[config.mk]
export PLATFORM = sky130hd
export DESIGN_NAME = mvc_div
export DESIGN_NICKNAME = d
export VERILOG_FILES = /design/src/rtl/mvc_pkg.sv /design/src/rtl/mvc_div.sv
export SDC_FILE = /design/constraint.sdc
export NUM_CORES = 1
export LEC_CHECK = 0
export BUFFER_PORTS_ARGS = -buffer_cell sky130_fd_sc_hd__buf_2
export CAP_MARGIN = 20
export CELL_PAD_IN_SITES_DETAIL_PLACEMENT = 1
export CELL_PAD_IN_SITES_GLOBAL_PLACEMENT = 1
export CORE_MARGIN = 8
export CORE_UTILIZATION = 46
export CTS_CLUSTER_DIAMETER = 200
export CTS_CLUSTER_SIZE = 30
export DETAILED_ROUTE_END_ITERATION = 6
export PLACE_DENSITY_LB_ADDON = 0.1
export SETUP_SLACK_MARGIN = 0.3
export SYNTH_ARGS = -nofsm -noshare
export SYNTH_HDL_FRONTEND = slang
export SYNTH_SLANG_ARGS = --single-unit
export TNS_END_PERCENT = 5
[constraint.sdc]
create_clock -name clk -period 4.3 [get_ports clk]
set_input_delay 0.645 -clock clk [delete_from_list [all_inputs] [get_ports clk]]
set_output_delay 0.645 -clock clk [all_outputs]
set_load 0.01 [all_outputs]
[src/rtl/mvc_pkg.sv]
// Types and constants for the mesh volume and centroid block.
package mvc_pkg;

    localparam int SUM_W     = 64;
    localparam int CENTER_W  = 20;
    localparam int QUOT_W    = CENTER_W + 3;
    localparam int IN_LANE_W = 12;
    localparam int MIN_W     = 40;

    localparam logic [CENTER_W-1:0] CENTER_POS_MAX = {1'b0, {(CENTER_W-1){1'b1}}};
    localparam logic [CENTER_W-1:0] CENTER_NEG_MAG = {1'b1, {(CENTER_W-1){1'b0}}};

    typedef enum logic [2:0] {
        ST_IDLE,
        ST_MAC,
        ST_CHECK,
        ST_DIV,
        ST_OUT
    } state_t;

    // Multiply sequence, one multiplication issued per step before S_END.
    typedef enum logic [4:0] {
        S_NX_P, S_NX_M, S_NY_P, S_NY_M, S_NZ_P, S_NZ_M,
        S_VX, S_VY, S_VZ,
        S_SQX0, S_SQX1, S_SQX2,
        S_SQY0, S_SQY1, S_SQY2,
        S_SQZ0, S_SQZ1, S_SQZ2,
        S_MX, S_MY, S_MZ,
        S_END
    } step_t;

endpackage

[src/rtl/mvc_div.sv]
// Bit-serial restoring divider for one centroid axis, with saturation.
module mvc_div
    import mvc_pkg::*;
#(
    parameter int FRACTION_BITS = 8
)
(
    input  logic                clk,
    input  logic                rst_n,
    input  logic                start,
    input  logic                neg,
    input  logic [SUM_W-1:0]    mag,
    input  logic [SUM_W-1:0]    divisor,
    output logic                done,
    output logic [CENTER_W-1:0] center
);

    localparam int DW  = SUM_W + FRACTION_BITS;
    localparam int CNW = $clog2(DW + 1);

    logic             busy_reg, busy_next;
    logic             done_reg, done_next;
    logic [CNW-1:0]   cnt_reg, cnt_next;
    logic [DW-1:0]    sh_reg, sh_next;
    logic [SUM_W:0]   rem_reg, rem_next;
    logic [QUOT_W-1:0] q_reg, q_next;
    logic             big_reg, big_next;
    logic             neg_reg, neg_next;
    logic [SUM_W-1:0] d_reg, d_next;

    logic [SUM_W:0]   rem_sh;
    logic             ge;
    logic [CENTER_W-1:0] qs;
    logic [CENTER_W-1:0] cmag;

    always_comb
    begin
        busy_next = busy_reg;
        done_next = 1'b0;
        cnt_next  = cnt_reg;
        sh_next   = sh_reg;
        rem_next  = rem_reg;
        q_next    = q_reg;
        big_next  = big_reg;
        neg_next  = neg_reg;
        d_next    = d_reg;
        rem_sh    = {rem_reg[SUM_W-1:0], sh_reg[DW-1]};
        ge        = (rem_sh >= {1'b0, d_reg});
        if (start)
        begin
            busy_next = 1'b1;
            cnt_next  = CNW'(DW);
            sh_next   = DW'(mag) << FRACTION_BITS;
            rem_next  = '0;
            q_next    = '0;
            big_next  = 1'b0;
            neg_next  = neg;
            d_next    = divisor;
        end
        else if (busy_reg)
        begin
            sh_next  = sh_reg << 1;
            rem_next = ge ? (rem_sh - {1'b0, d_reg}) : rem_sh;
            big_next = big_reg | q_reg[QUOT_W-1];
            q_next   = {q_reg[QUOT_W-2:0], ge};
            cnt_next = cnt_reg - 1'b1;
            if (cnt_reg == CNW'(1))
            begin
                busy_next = 1'b0;
                done_next = 1'b1;
            end
        end
    end

    always_ff @(posedge clk or negedge rst_n)
    begin
        if (!rst_n)
        begin
            busy_reg <= 1'b0;
            done_reg <= 1'b0;
            cnt_reg  <= '0;
        end
        else
        begin
            busy_reg <= busy_next;
            done_reg <= done_next;
            cnt_reg  <= cnt_next;
        end
    end

    always_ff @(posedge clk)
    begin
        sh_reg  <= sh_next;
        rem_reg <= rem_next;
        q_reg   <= q_next;
        big_reg <= big_next;
        neg_reg <= neg_next;
        d_reg   <= d_next;
    end

    // Drop the factor of 8, then clamp to the signed output range.
    always_comb
    begin
        qs = q_reg[QUOT_W-1:3];
        if (neg_reg)
        begin
            cmag   = (big_reg || qs > CENTER_NEG_MAG) ? CENTER_NEG_MAG : qs;
            center = CENTER_W'(0) - cmag;
        end
        else
        begin
            cmag   = (big_reg || qs > CENTER_POS_MAX) ? CENTER_POS_MAX : qs;
            center = cmag;
        end
    end

    assign done = done_reg;

endmodule

==> flow_summary.toml <==
[worst_hold_path]
hp-start = "divisor[46]"
whs_path_depth = 1
worstHoldPathType = "in2reg"
whs_endpoint = "d_reg[46]"

[critical_path]
crit_path_top_delay_cell = "or4_4"
crit_top_cell = "nand2_2"
path_delay_family = "simple AND/OR/NAND/NOR gates"
worstSetupPathType = "reg2out"
cp-start-kind = "register"
path_max_fanout = 7
crit_chain = "nor4_2, nand4_1, or4_4, a21oi_4, nand2_2, ha_4, o21ai_4, a21oi_2, nand2_2, mux2i_1, a21o_1, a21oi_1, buf_2"
worstPathRequired_ps = 3650
timing.rr.end = "rem_reg[32]"
ff2ff_path_depth = 12
crit_path_end_kind = "primary output"
crit_arrival_ps = 3160
r2r_start = "d_reg[20]"
max_stage_delay_ps = 530
crit_buf_inv = 1
rrSetupSlack_ps = 560

[die]
start_util_pct = 46.9
rows = 62
dieWidth_um = 187
io_pins = 153
dieArea_sq_mm = 0.0352
core_sq_mm = 0.0289
die_h_um = 187

[cts]
cts.sinks = 226
clock_latency_ps = 500
cts_buffers = 11
clkSlewWorstSetupHoldPaths_ps = 130
clk_path_buf_depth = 3
cts_root_buf = "clkbuf_16"
cts.htree.levels = 1
cts_tree = "built"

[yosys]
synth_nets = 1634
async_reset_ff_share_pct = 3.98
synth_cell_types = 72
ys_seq_elements = 226
synthCells = 1434
yosys_most_used_dff = "edfxtp_1"
avgSynthCellArea_sq_um = 9.43
synth_edf_count = 129
yosysWarnings = 0
seq_area_frac_synth_pct = 43.3
syn_area_sq_mm = 0.0135

[global_route]
met3_usage_pct = 4.36
grtUsageMet2_pct = 34.4
grtUsageMet1_pct = 25.8
grt_pass1_vias = 11500
grt_max_degree = 77
grt_usage_pct = 20.2
grt_overflow = 0
grt_pass1_wl_mm = 59.8
antenna_found_initial = 9
top_usage_layer = "met2"

[drt]
viasPerCell = 5.70
vias = 11000
drt_iter0_markers = 516
first_pass_iters = 4
drc = 0
wl_per_cell_um = 19.0
ant_nets = 0
routed_wl_mm = 36.7

[sta]
period_share_pct = 88.5
fmax_mhz = 263
min_period_ps = 3810
clock_skew_ps = 31.8
fin_tns_setup_ps = 0
setup_viol = 0
tightest_slew_ps = 901
final_hold_viol_count = 0
slew_headroom_pct = 40.0
rsz0062_at_grt = "yes"
finalMaxSlewViolations = 0

[pwr]
swShare_pct = 40.3
power_frac_comb_pct = 47.3
p_leak_nw = 6.39
power.density_mw_per_mm2 = 519
p_sw_mw = 3.13
pwr-share-clk_pct = 15.4
irDropWorstVdd_mv = 0.245
p_int_mw = 4.65
finalPower_mw = 7.78
p_seq_share_pct = 37.3

[run_status]
outcome = "finished, final reports clean"

[placement]
dp_hpwl_mm = 27.4
port_buffers = 152
gp_congestion = 0.930

[final_layout]
fill_cells = 3379
area_growth_pct = 10.9
final_nets = 1742
multi_input_area_sq_mm = 0.00704
layout_common_cells = "buf_2, nor2_1, edfxtp_1"
final_common_cell = "buf_2"
regArea_sq_mm = 0.00588
drive_gt1_share_pct = 18.5

[job]
cap_violations = 0
==> logic make-up (layout without fill, tap and decap cells) <==
family | after synthesis | after routing | synth area share, %
AND/OR/NAND/NOR | 397 | 397 | 13.2
AO/OA/AOI/OAI | 387 | 387 | 17.9
flip-flops | 226 | 226 | 43.3
buffers and inverters | 168 | 280 | 5.31
multiplexers | 123 | 123 | 9.69
adder cells (fa/ha/maj) | 68 | 68 | 6.34
XOR/XNOR | 65 | 65 | 4.21
other | 0 | 2 | 0
==> per-stage QoR <==
stage / util [%] / area [sq um] / hold slack (ps) / cells / setup WS, ps
2_1_floorplan: - / 13500 / 349 / 1434 / 462
3_3_place_gp: 50.4 / 14500 / 435 / 1905 / 462
3_5_place_dp: 50.4 / 14500 / 443 / 1905 / 300
4_1_cts: 51.7 / 14900 / 289 / 1925 / 316
5_1_grt: 52.0 / 15000 / 291 / 1931 / 298
6_report: 52.0 / 15000 / 305 / 1932 / 495
==> cell type report <==
type                            instances  share of cell area [%]
Antenna cell                            2                  0.0334
Clock buffer                           16                    1.96
Clock inverter                          1                   0.108
Inverter                               87                    2.18
Multi-Input combinational cell       1040                    46.9
Sequential cell                       226                    39.2
Tap cell                              384                    3.20
Timing Repair Buffer                  176                    6.43
==> routing by layer <==
layer	vias up	share of wire, %
li1	5398	-
met1	5345	46
met2	198	47
met3	53	4.6
met4	14	2.2
met5	-	0.21
==> worst max path at each step <==
stage                    from          end  slack [ps]  cells past startpoint
finish              q_reg[12]   center[18]         490                     13
global route        d_reg[21]  rem_reg[56]         300                     14
global placement     q_reg[5]   center[18]         460                     13
CTS                  q_reg[9]   center[18]         320                     13
floorplan            q_reg[8]   center[18]         460                     14
detailed placement   q_reg[5]   center[18]         300                     13
==> Yosys cell counts, drive strengths merged (7+ instances only) <==
library cell / n / share of area, %
nor2: 147 / 4.1
edfxtp: 129 / 29
nand2: 122 / 3.4
a21oi: 121 / 4.5
dfxtp: 88 / 13
inv: 86 / 2.4
o21ai: 86 / 3.2
ha: 67 / 6.2
mux2: 64 / 5.3
mux2i: 59 / 4.4
clkbuf: 49 / 1.4
a211oi: 46 / 2.6
xor2: 33 / 2.1
buf: 32 / 1.5
xnor2: 32 / 2.1
nand4: 26 / 1.2
nand3: 24 / 0.92
nor3: 22 / 0.90
a21o: 16 / 0.89
a31oi: 16 / 0.74
o21bai: 15 / 0.83
o211ai: 14 / 0.78
o21a: 14 / 0.78
nor4: 11 / 0.51
dfrtp: 9 / 1.7
a21boi: 8 / 0.44
and3: 8 / 0.37
a22oi: 7 / 0.39
nand2b: 7 / 0.32
or3: 7 / 0.32
==> what timing repair did <==
action | 4_1_cts | 5_1_grt
hold buffers | 1 | 0
setup buffers | 2 | 5
cloned | 0 | 0
endpoints found under the hold margin | 9 | 0
setup endpoints to repair | 11 | 6
resized for setup | 11 | 13
pin swaps | 2 | 4
==> power by group through the flow <==
| stage | sequential [mW] | clock, mW | combinational [mW] |
|---|---|---|---|
| after floorplan | 2.87 | 0 | 2.89 |
| after global placement | 2.93 | 0 | 3.56 |
| after detailed placement | 2.94 | 0 | 3.65 |
| after CTS | 2.90 | 1.26 | 3.68 |
| after global routing | 2.95 | 1.30 | 4.09 |
| final | 2.90 | 1.20 | 3.68 |
No activity file was read; power rests on OpenSTA's default activity.
